===== src/rtl/core/oll_pkg.sv =====
// Shared types and codes for the object line loader.
// Depends on nothing; the front end, back end, top level and testbench import it.
package oll_pkg;

  localparam int ADDR_W = 12;
  localparam int LINE_W = 16;

  localparam logic [1:0] MODE_CHAR = 2'd0;
  localparam logic [1:0] MODE_EOL  = 2'd1;
  localparam logic [1:0] MODE_EOF  = 2'd2;

  localparam logic [1:0] KIND_WRITE  = 2'd0;
  localparam logic [1:0] KIND_ERROR  = 2'd1;
  localparam logic [1:0] KIND_FINISH = 2'd2;

  typedef struct packed {
    logic [1:0]        kind;
    logic [ADDR_W-1:0] addr;
    logic [LINE_W-1:0] line;
    logic              ok;
  } job_info_t;

endpackage


===== src/rtl/core/oll_front.sv =====
// Object line loader front end: checks each character, builds at most one job per line.
// Depends on oll_pkg.
module oll_front import oll_pkg::*; #(
  parameter int MEM_BYTES = 4096,
  parameter int BPL       = 10,
  parameter int CNT_W     = 4
) (
  input  logic                  clk,
  input  logic                  rst,
  input  logic                  take,
  input  logic [1:0]            mode,
  input  logic [7:0]            char_code,
  output logic                  job_push,
  output job_info_t             job_info,
  output logic [CNT_W-1:0]      job_count,
  output logic [BPL-1:0][7:0]   job_bytes
);

  localparam int IDX_W = (BPL > 1) ? $clog2(BPL) : 1;
  localparam logic [4:0] DATA_START = 5'd7;
  localparam logic [4:0] DATA_END   = 5'(7 + 2 * BPL);
  localparam logic [4:0] BAR_COL    = 5'(8 + 2 * BPL);
  localparam logic [4:0] MIN_COLS   = 5'(9 + 2 * BPL);
  localparam logic [4:0] COL_MAX    = 5'd31;
  localparam logic [7:0] CH_SPACE   = 8'd32;
  localparam logic [7:0] CH_ZERO    = 8'd48;
  localparam logic [7:0] CH_NINE    = 8'd57;
  localparam logic [7:0] CH_A       = 8'd97;
  localparam logic [7:0] CH_F       = 8'd102;
  localparam logic [7:0] CH_X       = 8'd120;
  localparam logic [7:0] CH_COLON   = 8'd58;
  localparam logic [7:0] CH_BAR     = 8'd124;

  logic [4:0]         column;
  logic [BPL-1:0][7:0] line_bytes;
  logic [CNT_W-1:0]   byte_count;
  logic [3:0]         high_nibble;
  logic [ADDR_W-1:0]  line_address;
  logic [ADDR_W:0]    previous_end;
  logic               fixed_bad;
  logic               addr_bad;
  logic               nonblank;
  logic               has_data;
  logic               data_ended;
  logic               data_bad;
  logic [LINE_W-1:0]  line_counter;
  logic               load_failed;

  logic               is_hex;
  logic [3:0]         nibble;
  logic               is_space;
  logic               first_digit;
  logic [4:0]         data_offset;
  logic               in_data;
  logic               store_byte;
  logic               line_err;
  logic [ADDR_W:0]    line_end;
  logic               write_line;

  always_comb begin
    is_hex = 1'b0;
    nibble = 4'd0;
    if (char_code >= CH_ZERO && char_code <= CH_NINE) begin
      is_hex = 1'b1;
      nibble = 4'(char_code - CH_ZERO);
    end else if (char_code >= CH_A && char_code <= CH_F) begin
      is_hex = 1'b1;
      nibble = 4'(char_code - CH_A + 8'd10);
    end
  end

  assign is_space    = (char_code == CH_SPACE);
  assign data_offset = column - DATA_START;
  assign first_digit = ~data_offset[0];
  assign in_data     = (column >= DATA_START) && (column < DATA_END);
  assign store_byte  = take && (mode == MODE_CHAR) && in_data && !data_ended && is_hex
                       && !first_digit && (byte_count < CNT_W'(BPL));

  assign line_end = {1'b0, line_address} + (ADDR_W + 1)'(byte_count);

  always_comb begin
    line_err = 1'b0;
    if (column < MIN_COLS || fixed_bad) begin
      line_err = 1'b1;
    end
    if (nonblank) begin
      if (addr_bad || {1'b0, line_address} < previous_end) begin
        line_err = 1'b1;
      end
      if (has_data) begin
        if (data_bad || byte_count == '0 || line_end > (ADDR_W + 1)'(MEM_BYTES)) begin
          line_err = 1'b1;
        end
      end
    end
  end

  assign write_line = has_data && (byte_count != '0);

  always_comb begin
    job_push  = 1'b0;
    job_info  = '0;
    job_count = byte_count;
    job_bytes = line_bytes;
    if (take && mode == MODE_EOL && !load_failed) begin
      if (line_err) begin
        job_push      = 1'b1;
        job_info.kind = KIND_ERROR;
        job_info.line = line_counter;
      end else if (write_line) begin
        job_push      = 1'b1;
        job_info.kind = KIND_WRITE;
        job_info.addr = line_address;
      end
    end else if (take && mode == MODE_EOF) begin
      job_push      = 1'b1;
      job_info.kind = KIND_FINISH;
      job_info.ok   = !load_failed;
    end
  end

  always_ff @(posedge clk) begin
    if (store_byte) begin
      line_bytes[byte_count[IDX_W-1:0]] <= {high_nibble, nibble};
    end
  end

  always_ff @(posedge clk) begin
    if (rst) begin
      column       <= '0;
      byte_count   <= '0;
      high_nibble  <= '0;
      line_address <= '0;
      previous_end <= '0;
      fixed_bad    <= 1'b0;
      addr_bad     <= 1'b0;
      nonblank     <= 1'b0;
      has_data     <= 1'b0;
      data_ended   <= 1'b0;
      data_bad     <= 1'b0;
      line_counter <= LINE_W'(1);
      load_failed  <= 1'b0;
    end else if (take) begin
      unique case (mode)
        MODE_CHAR: begin
          if (column < COL_MAX) begin
            column <= column + 5'd1;
          end
          if (column < DATA_END && !is_space) begin
            nonblank <= 1'b1;
          end
          if (column == 5'd0) begin
            if (char_code != CH_ZERO) addr_bad <= 1'b1;
          end else if (column == 5'd1) begin
            if (char_code != CH_X) addr_bad <= 1'b1;
          end else if (column >= 5'd2 && column <= 5'd4) begin
            if (!is_hex) begin
              addr_bad <= 1'b1;
            end else if (column == 5'd2) begin
              line_address <= ADDR_W'(nibble);
            end else begin
              line_address <= {line_address[ADDR_W-5:0], nibble};
            end
          end else if (column == 5'd5) begin
            if (char_code != CH_COLON) addr_bad <= 1'b1;
          end else if (column == 5'd6) begin
            if (!is_space) fixed_bad <= 1'b1;
          end else if (in_data) begin
            if (!is_space) has_data <= 1'b1;
            if (data_ended) begin
              if (!is_space) data_bad <= 1'b1;
            end else if (first_digit && is_space) begin
              data_ended <= 1'b1;
            end else if (!is_hex) begin
              data_bad <= 1'b1;
            end else if (first_digit) begin
              high_nibble <= nibble;
            end else if (store_byte) begin
              byte_count <= byte_count + CNT_W'(1);
            end
          end else if (column == DATA_END) begin
            if (!is_space) fixed_bad <= 1'b1;
          end else if (column == BAR_COL) begin
            if (char_code != CH_BAR) fixed_bad <= 1'b1;
          end
        end
        MODE_EOL: begin
          if (!load_failed) begin
            if (line_err) begin
              load_failed <= 1'b1;
            end else if (write_line) begin
              previous_end <= line_end;
            end
          end
          if (line_counter != {LINE_W{1'b1}}) begin
            line_counter <= line_counter + LINE_W'(1);
          end
          column       <= '0;
          byte_count   <= '0;
          high_nibble  <= '0;
          line_address <= '0;
          fixed_bad    <= 1'b0;
          addr_bad     <= 1'b0;
          nonblank     <= 1'b0;
          has_data     <= 1'b0;
          data_ended   <= 1'b0;
          data_bad     <= 1'b0;
        end
        MODE_EOF: begin
          column       <= '0;
          byte_count   <= '0;
          high_nibble  <= '0;
          line_address <= '0;
          previous_end <= '0;
          fixed_bad    <= 1'b0;
          addr_bad     <= 1'b0;
          nonblank     <= 1'b0;
          has_data     <= 1'b0;
          data_ended   <= 1'b0;
          data_bad     <= 1'b0;
          line_counter <= LINE_W'(1);
          load_failed  <= 1'b0;
        end
        default: begin
        end
      endcase
    end
  end

  // Once a line has failed, only the finish word may still be queued.
  a_sticky_fail: assert property (@(posedge clk) disable iff (rst)
    job_push && load_failed |-> job_info.kind == KIND_FINISH)
    else $error("job queued after a line error");

  // A write job always carries at least one byte inside memory.
  a_write_bounds: assert property (@(posedge clk) disable iff (rst)
    job_push && job_info.kind == KIND_WRITE |->
      job_count != '0 && line_end <= (ADDR_W + 1)'(MEM_BYTES))
    else $error("write job out of bounds");

endmodule


===== src/rtl/core/oll_job_queue.sv =====
// Two-entry queue of line jobs between the front and back ends.
// Depends on nothing beyond its width parameter.
module oll_job_queue #(
  parameter int WIDTH = 8
) (
  input  logic             clk,
  input  logic             rst,
  input  logic             push,
  input  logic [WIDTH-1:0] push_data,
  output logic             full,
  input  logic             pop,
  output logic             valid,
  output logic [WIDTH-1:0] head
);

  logic [WIDTH-1:0] slots [2];
  logic             wr_ptr;
  logic             rd_ptr;
  logic [1:0]       count;

  assign full  = (count == 2'd2);
  assign valid = (count != 2'd0);
  assign head  = slots[rd_ptr];

  always_ff @(posedge clk) begin
    if (push) begin
      slots[wr_ptr] <= push_data;
    end
  end

  always_ff @(posedge clk) begin
    if (rst) begin
      wr_ptr <= 1'b0;
      rd_ptr <= 1'b0;
      count  <= 2'd0;
    end else begin
      if (push) wr_ptr <= ~wr_ptr;
      if (pop)  rd_ptr <= ~rd_ptr;
      unique case ({push, pop})
        2'b10:   count <= count + 2'd1;
        2'b01:   count <= count - 2'd1;
        default: count <= count;
      endcase
    end
  end

  a_no_overflow: assert property (@(posedge clk) disable iff (rst) push |-> !full || pop)
    else $error("job queue overflow");

  a_no_underflow: assert property (@(posedge clk) disable iff (rst) pop |-> valid)
    else $error("job queue underflow");

endmodule


===== src/rtl/core/oll_back.sv =====
// Back end of the object line loader: expands each job into result words, one per cycle while the output is popped.
// Depends on oll_pkg.
module oll_back import oll_pkg::*; #(
  parameter int BPL   = 10,
  parameter int CNT_W = 4
) (
  input  logic                clk,
  input  logic                rst,
  input  logic                job_valid,
  input  job_info_t           job_info,
  input  logic [CNT_W-1:0]    job_count,
  input  logic [BPL-1:0][7:0] job_bytes,
  output logic                job_pop,
  input  logic                pop,
  output logic                empty,
  output logic [1:0]          kind,
  output logic [ADDR_W-1:0]   write_address,
  output logic [7:0]          write_byte,
  output logic [LINE_W-1:0]   line_number,
  output logic                load_ok,
  output logic                last_of_run
);

  localparam int IDX_W = (BPL > 1) ? $clog2(BPL) : 1;

  logic             out_valid;
  logic [CNT_W-1:0] idx;
  logic             is_write;
  logic             last;
  logic             load;

  assign is_write = (job_info.kind == KIND_WRITE);
  assign last     = !is_write || (CNT_W'(idx + CNT_W'(1)) == job_count);
  assign load     = job_valid && (!out_valid || pop);
  assign job_pop  = load && last;
  assign empty    = !out_valid;

  always_ff @(posedge clk) begin
    if (load) begin
      kind          <= job_info.kind;
      write_address <= job_info.addr + ADDR_W'(idx);
      write_byte    <= is_write ? job_bytes[idx[IDX_W-1:0]] : 8'd0;
      line_number   <= job_info.line;
      load_ok       <= job_info.ok;
      last_of_run   <= last;
    end
  end

  always_ff @(posedge clk) begin
    if (rst) begin
      out_valid <= 1'b0;
      idx       <= '0;
    end else begin
      if (load) begin
        out_valid <= 1'b1;
      end else if (pop) begin
        out_valid <= 1'b0;
      end
      if (job_pop) begin
        idx <= '0;
      end else if (load) begin
        idx <= idx + CNT_W'(1);
      end
    end
  end

  a_idx_range: assert property (@(posedge clk) disable iff (rst)
    job_valid && is_write |-> idx < job_count)
    else $error("byte index past the line's byte count");

  a_single_word: assert property (@(posedge clk) disable iff (rst)
    out_valid && kind != KIND_WRITE |-> last_of_run)
    else $error("error or finish word not marked last");

endmodule


===== src/rtl/core/object_line_loader.sv =====
// Object line loader: an end-of-line or end-of-file word that causes results shows its first
// result once it has passed the job queue and the output register; one input word is taken
// every cycle, one result leaves every cycle while popped, and a line of N bytes drains as N
// result words as later text is parsed. Input stalls only when the two-entry line-job queue
// is full. Reset is synchronous and clears all control state; no clearing pass is needed.
module object_line_loader import oll_pkg::*; #(
  parameter int MEM_BYTES      = 4096,
  parameter int BYTES_PER_LINE = 10
) (
  input  logic              clk,
  input  logic              rst,
  input  logic              push,
  output logic              full,
  input  logic [1:0]        mode,
  input  logic [7:0]        char_code,
  output logic              empty,
  input  logic              pop,
  output logic [1:0]        kind,
  output logic [ADDR_W-1:0] write_address,
  output logic [7:0]        write_byte,
  output logic [LINE_W-1:0] line_number,
  output logic              load_ok,
  output logic              last_of_run
);

  localparam int CNT_W   = $clog2(BYTES_PER_LINE + 1);
  localparam int JOB_W   = $bits(job_info_t) + CNT_W + 8 * BYTES_PER_LINE;

  logic                           take;
  logic                           f_push;
  job_info_t                      f_info;
  logic [CNT_W-1:0]               f_count;
  logic [BYTES_PER_LINE-1:0][7:0] f_bytes;
  logic                           q_valid;
  logic                           q_pop;
  logic [JOB_W-1:0]               q_head;
  job_info_t                      b_info;
  logic [CNT_W-1:0]               b_count;
  logic [BYTES_PER_LINE-1:0][7:0] b_bytes;

  assign take = push && !full;
  assign {b_info, b_count, b_bytes} = q_head;

  oll_front #(
    .MEM_BYTES (MEM_BYTES),
    .BPL       (BYTES_PER_LINE),
    .CNT_W     (CNT_W)
  ) u_front (
    .clk       (clk),
    .rst       (rst),
    .take      (take),
    .mode      (mode),
    .char_code (char_code),
    .job_push  (f_push),
    .job_info  (f_info),
    .job_count (f_count),
    .job_bytes (f_bytes)
  );

  oll_job_queue #(
    .WIDTH (JOB_W)
  ) u_queue (
    .clk       (clk),
    .rst       (rst),
    .push      (f_push),
    .push_data ({f_info, f_count, f_bytes}),
    .full      (full),
    .pop       (q_pop),
    .valid     (q_valid),
    .head      (q_head)
  );

  oll_back #(
    .BPL   (BYTES_PER_LINE),
    .CNT_W (CNT_W)
  ) u_back (
    .clk           (clk),
    .rst           (rst),
    .job_valid     (q_valid),
    .job_info      (b_info),
    .job_count     (b_count),
    .job_bytes     (b_bytes),
    .job_pop       (q_pop),
    .pop           (pop),
    .empty         (empty),
    .kind          (kind),
    .write_address (write_address),
    .write_byte    (write_byte),
    .line_number   (line_number),
    .load_ok       (load_ok),
    .last_of_run   (last_of_run)
  );

endmodule


===== config.mk =====
export PLATFORM = sky130hd
export DESIGN_NAME = object_line_loader
export DESIGN_NICKNAME = d
export VERILOG_FILES = /design/src/rtl/core/oll_pkg.sv /design/src/rtl/core/oll_front.sv /design/src/rtl/core/oll_job_queue.sv /design/src/rtl/core/oll_back.sv /design/src/rtl/core/object_line_loader.sv
export SDC_FILE = /design/constraint.sdc
export NUM_CORES = 1
export LEC_CHECK = 0
export ABC_AREA = 1
export BUFFER_PORTS_ARGS = -buffer_cell sky130_fd_sc_hd__buf_2
export CORE_MARGIN = 3
export CORE_UTILIZATION = 67
export DETAILED_ROUTE_END_ITERATION = 7
export GPL_ROUTABILITY_DRIVEN = 0
export HOLD_SLACK_MARGIN = 0.05
export PLACE_DENSITY_LB_ADDON = 0.15
export SYNTH_ARGS = -nofsm -noshare
export SYNTH_HDL_FRONTEND = slang
export SYNTH_HIERARCHICAL = 1
export SYNTH_SLANG_ARGS = --single-unit

===== constraint.sdc =====
create_clock -name clk -period 12.67 [get_ports clk]
set_input_delay 0.6335 -clock clk [delete_from_list [all_inputs] [get_ports clk]]
set_output_delay 0.6335 -clock clk [all_outputs]
set_load 0.02 [all_outputs]

=== After elaboration in Yosys (flattened, before gate mapping) ===
Memory sizes are Yosys's and may differ from the RTL's. A register that Yosys moved wholly into a read port is not among the register bits.
Cells that the tools add are included.

* RAM bits: 230
* Input port bits: 14
* Output and inout port bits: 42
* Register bits after elaboration: 190
* Memories kept: 1

{| class="wikitable"
|+ Memory list
! memory !! depth !! width !! rd ports !! clocked after memory_dff !! wr ports !! RTL line !! source
|-
| u_queue.slots || 2 || 115 || 1 || 1 || 1 || oll_job_queue.sv:16 || <nowiki>logic [WIDTH-1:0] slots [2];</nowiki>
|}

* Reductions and logical operators: 57
* Order comparisons: 16
* Bitwise operators: 3
* $add $sub $neg: 12
* Equal/unequal tests: 49
* Muxes and demuxes: 122

{| class="wikitable"
|+ Operator list
! cell !! count
|-
| 2-to-1 mux 4 bit || 23
|-
| 2-to-1 mux 12 bit || 7
|-
| bitwise mux 80 bit || 1
|-
| 2-to-1 mux 1 bit || 64
|-
| 2-to-1 mux 13 bit || 3
|-
| binary-select mux 8 bit (select 4 bit) || 1
|-
| demux 8 bit (select 4 bit) || 1
|-
| 2-to-1 mux 16 bit || 2
|-
| one-hot mux 16 bit (2 select lines) || 1
|-
| != test 2 bit (second input constant) || 15
|-
| 2-to-1 mux 28 bit || 1
|-
| one-hot mux 13 bit (2 select lines) || 1
|-
| one-hot mux 12 bit (2 select lines) || 1
|-
| logical AND 1 bit || 20
|-
| AND reduction 9 bit || 2
|-
| adder 16 x 1 -> 16 bit (second input constant) || 1
|-
| 2-to-1 mux 8 bit || 2
|-
| != test 16 bit (second input constant) || 1
|-
| != test 8 x 6 -> 1 bit (second input constant) || 2
|-
| != test 8 x 7 -> 1 bit (second input constant) || 2
|-
| one-hot mux 4 bit (2 select lines) || 2
|-
| less-than comparator 5 bit (second input constant) || 3
|-
| != test 5 bit (second input constant) || 3
|-
| one-hot mux 1 bit (2 select lines) || 7
|-
| other kinds (55) || 93
|}

=== Longest topological paths before layout ===
* Word-level depth: 21
* Mapped depth: 28

=== Modules after synthesis ===
The synthesis kept the hierarchy.

{| class="wikitable"
|+ Modules (own cells, without submodules)
! module !! area each (sq um) !! instances !! cells an instance !! sequential area each (sq um)
|-
| oll_job_queue || 8723.4 || 1 || 391 || 7006.7
|-
| oll_front || 6949.2 || 1 || 794 || 3623.5
|-
| oll_back || 2621.3 || 1 || 301 || 1301.2
|-
| object_line_loader || 10.0 || 1 || 2 || 0.0
|}

=== Least setup slack after synthesis ===
Ideal clock, no wire load.

* Kind: flip-flop to flip-flop
* From: reg u_front.byte_count[0] (netlist: u_front/job_count[0])
* To: mem u_queue/slots[0][0] in the netlist's numbering, enable pin
* Path buffers: 1
* Arrival: 7.287 ns
* Setup time: 0.591 ns
* Cell stages (with the launch flop): 20
* Data required time: 12.079 ns
* Slack: 4.792 ns
* Cell sequence: dfxtp_1 > ha_1 > inv_1 > fa_1 > inv_1 > nand3_1 > nand2_2 > nand2_1 > nor4_1 > nand2_1 > nand2_1 > nand2_1 > nand2_2 > nand2_2 > nor2_2 > inv_2 > buf_6 > nand3_1 > inv_1 > nor2_1

* Word-level cells in the longest chain between the ends: 10
* Elaborated cells between the ends (all ways): 15
* Classes of those cells: add/sub: 1; order compare: 1; mux: 8; reduce/logical: 5

{| class="wikitable"
|+ RTL lines
! element !! RTL line !! source
|-
| from (decl) || oll_front.sv:36 || <nowiki>logic [CNT_W-1:0] byte_count;</nowiki>
|-
| from (signal assigned) || oll_front.sv:179 || <nowiki>byte_count <= byte_count + CNT_W'(1);</nowiki>
|-
| adder 12 x 4 -> 13 bit / logical NOT 4 bit (equally long branches) || oll_front.sv:79, oll_front.sv:91 ||
|-
| > comparator 13 bit / logical OR 1 bit (equally long branches) || oll_front.sv:91 || <nowiki>if (data_bad || byte_count == '0 || line_end > (ADDR_W + 1)'(MEM_BYTES)) begin</nowiki>
|-
| logical OR 1 bit || oll_front.sv:91 ||
|-
| 2-to-1 mux 1 bit || oll_front.sv:91 ||
|-
| 2-to-1 mux 1 bit || oll_front.sv:90 || <nowiki>if (has_data) begin</nowiki>
|-
| 2-to-1 mux 1 bit || oll_front.sv:86 || <nowiki>if (nonblank) begin</nowiki>
|-
| 2-to-1 mux 1 bit * || oll_front.sv:106 || <nowiki>if (line_err) begin</nowiki>
|-
| 2-to-1 mux 1 bit * || oll_front.sv:105 || <nowiki>if (take && mode == MODE_EOL && !load_failed) begin</nowiki>
|-
| named net f_push || object_line_loader.sv:30 || <nowiki>logic f_push;</nowiki>
|-
| 2-to-1 mux 1 bit * || oll_job_queue.sv:26 || <nowiki>if (push) begin</nowiki>
|-
| 2-to-1 mux 1 bit (not written as such) * || oll_job_queue.sv:27 || <nowiki>slots[wr_ptr] <= push_data;</nowiki>
|-
| to (decl) || oll_job_queue.sv:16 ||
|}

Mark *: on every way through the listed nets, which the timed path passes. The rest lies on a longest branch.

=== Worst setup path in the final report ===
* From: reg u_front.byte_count[0] (netlist: u_front/job_count[0])
* To: mem u_queue/slots[0][88] in the netlist's numbering, enable pin

Same word-level chain as after synthesis.

==> reports/results.tsv <==
stage	metric	value	unit
status	status	finished clean	
synth	synth.largest_area_cell	edfxtp_1	
clock_tree	cts_made_buffers	41	
timing	hold_violations	0	
setup_path	r2r_cells	20	
clock_tree	cts_resized	0	
clock_tree	clk_latency	0.54	ns
die	num_rows	59	
pwr	leakagePower	7.52	nW
timing	max_freq	197	MHz
setup_path	cp_common_cell	nand2_1	
synth	async_reset_ff_share	0	%
synth	yosys-top-cells-area	edfxtp_1, dfxtp_1, nand2_1	
grt	grt.busiest_layer	met2	
hold_path	holdPathStages	3	
grt	met2_usage	42.2	%
synth	ys.flop_type	edfxtp_1	
grt	grt_use_met3	4.85	%
timing	grt_setup_unrepaired	false	
die	dieHeight	171	um
setup_path	crit_family	buffers and inverters	
synth	syn_area	18300	sq um
hold_path	hp-class	input pin to flip-flop	
setup_path	crit_type	flip-flop to flip-flop	
routing	antenna_left	0	
grt	grt_antenna_before_repair	0	
timing	fin_crit	5.08	ns
synth	synth_commonest_cells	edfxtp_1, nand2_1, nor2_1, inv_1, dfxtp_1	
die	fp.dieW	171	um
synth	synth.avg_cell_area	12.3	sq um
clock_tree	cts-root-buf	clkbuf_16	
synth	seq_area_frac_synth	65.2	%
grt	grt_pass1_vias	11200	
timing	clock_skew	0.0266	ns
timing	finalSetupViolations	0	
clock_tree	clockBufferDepth	3	
flow_run	max_cap_viol_count	0	
synth	synth_top_area_share	57.4	%
synth	synth_edf_count	350	
timing	setup_tns	0	ns
routing	wl	36700	um
timing	holdWs	0.391	ns
clock_tree	htree_levels	2	
grt	met1_usage	35.4	%
synth	synth.net_count	1543	
grt	gr-total-overflow	0	
timing	relSlewSlack	17.4	%
setup_path	worstPathMaxFanout	55	
setup_path	end_kind	flip-flop	
setup_path	crit_start	u_front/job_count[0]	
timing	setup_slack	7.59	ns
layout	design_area	20200	sq um
setup_path	cp_num_buf_inv	6	
setup_path	slowest_delay	0.69	ns
pwr	pwr_density_cell	185	nW/um^2
placement	io_buffers	55	
timing	finalMaxSlewViolations	0	
routing	wl_per_cell	19.1	um
routing	drcViolationCount	0	
setup_path	worst-path-stages	20	
clock_tree	numClockSinks	421	
routing	vias	11300	
routing	dr.pass1.iters	6	
clock_tree	tritoncts	yes	
grt	grt.total_usage	25.4	%
setup_path	critical_path_required	12.83	ns
placement	dp_slack	7.63	ns
synth	ys_seq_elements	421	
setup_path	crit_path_start_kind	flip-flop	
grt	grt_first_pass_wirelength	58000	um
timing	worst_slew_pin_slew	1.23	ns
routing	drtIter0Drc	1251	
layout	nFillCells	1649	
die	core-area	26400	sq um
layout	drive_above_1_share	18.9	%
synth	synthCells	1488	
grt	grt_max_degree	66	
pwr	ir_drop	0.000118	V
hold_path	hp-start	pop	
placement	place_area	18800	sq um
clock_tree	ctsHoldBuffers	0	
pwr	p_total	3.73	mW
synth	synth.most_common_cell	edfxtp_1	
layout	area_growth	10.3	%
synth	yosysWarnings	6	
setup_path	crit_slowest_cell	buf_4	
timing	period_share	40.1	%
synth	ys_types	50	
setup_path	timing.rr.start	u_front/job_count[0]	
clock_tree	clk_transition_reported_paths	0.06	ns
clock_tree	post_cts_buffers	0	
layout	nets	1610	
placement	dpl.hpwl	23300	um
layout	diodes	0	
routing	viasPerCell	5.89	
setup_path	crit_arrival	5.24	ns
setup_path	crit_chain	ha_1 > inv_1 > fa_1 > inv_1 > nand3_1 > nand2_2 > nand2_1 > nor4_1 > nand2_1 > nand2_1 > nand2_1 > nand2_2 > nand2_2 > nor2_2 > inv_2 > nand3_1 > inv_1 > nor2_4 > buf_4 > buf_4	
die	die_area	29300	sq um
die	ioPinCount	56	
die	initial_core_util	69.3	%
## power breakdown
part           switching, mW  internal, mW
clock                  0.491         0.722
sequential            0.0765          1.67
combinational          0.499         0.269
## tightest hold or removal path: stages
cell and delay, ns:
buf_2 0.07, or2_1 0.10, a21oi_1 0.06
## per-stage QoR
| step | utilization [%] | std cells |
|---|---|---|
| final | 76.4 | 1921 |
| after global routing | 76.4 | 1921 |
| after CTS | 76.4 | 1921 |
| after detailed placement | 71.2 | 1847 |
| after global placement | 71.2 | 1847 |
| after floorplan | - | 1488 |
## placed cells by master, fill, tap and decap left out, types with 3 or more instances in the layout
| cell type | netlist | layout |
|---|---|---|
| mux2_4 | 50 | 50 |
| nand2_1 | 204 | 204 |
| nand3_2 | 4 | 4 |
| clkinv_2 | 0 | 3 |
| o211ai_1 | 23 | 23 |
| clkbuf_8 | 0 | 6 |
| o21ai_0 | 63 | 63 |
| dfxtp_1 | 71 | 70 |
| nor3b_1 | 5 | 5 |
| nor3_2 | 10 | 12 |
| a31oi_1 | 3 | 3 |
| nor2_1 | 173 | 172 |
| clkbuf_16 | 0 | 43 |
| mux2_2 | 65 | 65 |
| clkinv_1 | 0 | 4 |
| clkbuf_1 | 6 | 10 |
| bufinv_16 | 0 | 3 |
| nor3_1 | 28 | 26 |
| clkinvlp_4 | 0 | 3 |
| a21oi_1 | 55 | 55 |
| ha_1 | 39 | 39 |
| nand2_2 | 10 | 10 |
| a211oi_1 | 17 | 17 |
| xor2_1 | 12 | 12 |
| nand3_1 | 64 | 64 |
| nor4_1 | 4 | 4 |
| nand4_1 | 14 | 14 |
| o21ai_1 | 3 | 3 |
| edfxtp_1 | 350 | 350 |
| inv_1 | 138 | 136 |
| nor2_2 | 7 | 7 |
| buf_4 | 7 | 12 |
| buf_2 | 17 | 55 |
| inv_2 | 10 | 11 |
## flip-flops by register name, indices dropped and copies added, names as in the netlist, 2 cells and up, named ones only
name	count
u_back/line_number	16
u_front/column	5
u_queue/count	2
u_front/job_count	4
u_front/previous_end	13
u_front/line_address	12
u_back/write_byte	8
u_front/high_nibble	4
u_queue/slots	230
u_front/line_counter	16
u_back/kind	2
u_back/idx	4
u_back/write_address	12
u_front/job_bytes	80
## cell families (layout without fill, tap and decap cells)
kind of cell	after synthesis	count (layout)	synth area share, %
compound gates	176	176	5.67
xor+xnor	14	14	0.670
fa+ha+maj	41	41	2.88
buf+inv	191	289	4.63
flops	421	421	65.2
mux	115	115	8.10
simple gates	530	530	12.9
## final cells by class
| class | count | area (sq um) | share of cell area [%] |
|---|---|---|---|
| flip-flops and latches | 421 | 11900 | 59.1 |
| multi-input cells | 876 | 5540 | 27.4 |
| clock buffers | 59 | 1200 | 5.92 |
| inverters | 148 | 558 | 2.76 |
| well taps | 335 | 419 | 2.08 |
| repair buffers | 67 | 365 | 1.81 |
| clock inverters | 15 | 179 | 0.886 |
## final timing paths
path	to	slack (ns)
worst min register to register	u_queue/slots[1][24]	0.43
worst max register to register	u_queue/slots[0][88]	7.59
worst min-delay path	u_back/out_valid	0.39
worst max-delay path	u_queue/slots[0][88]	7.59
## routing by layer
metal	vias to the layer above	routed length [um]
met5	-	0
met4	0	735
met3	74	2920
met2	432	17500
met1	5447	15600
li1	5360	-
Note: power is estimated with default switching activity, not from simulation.
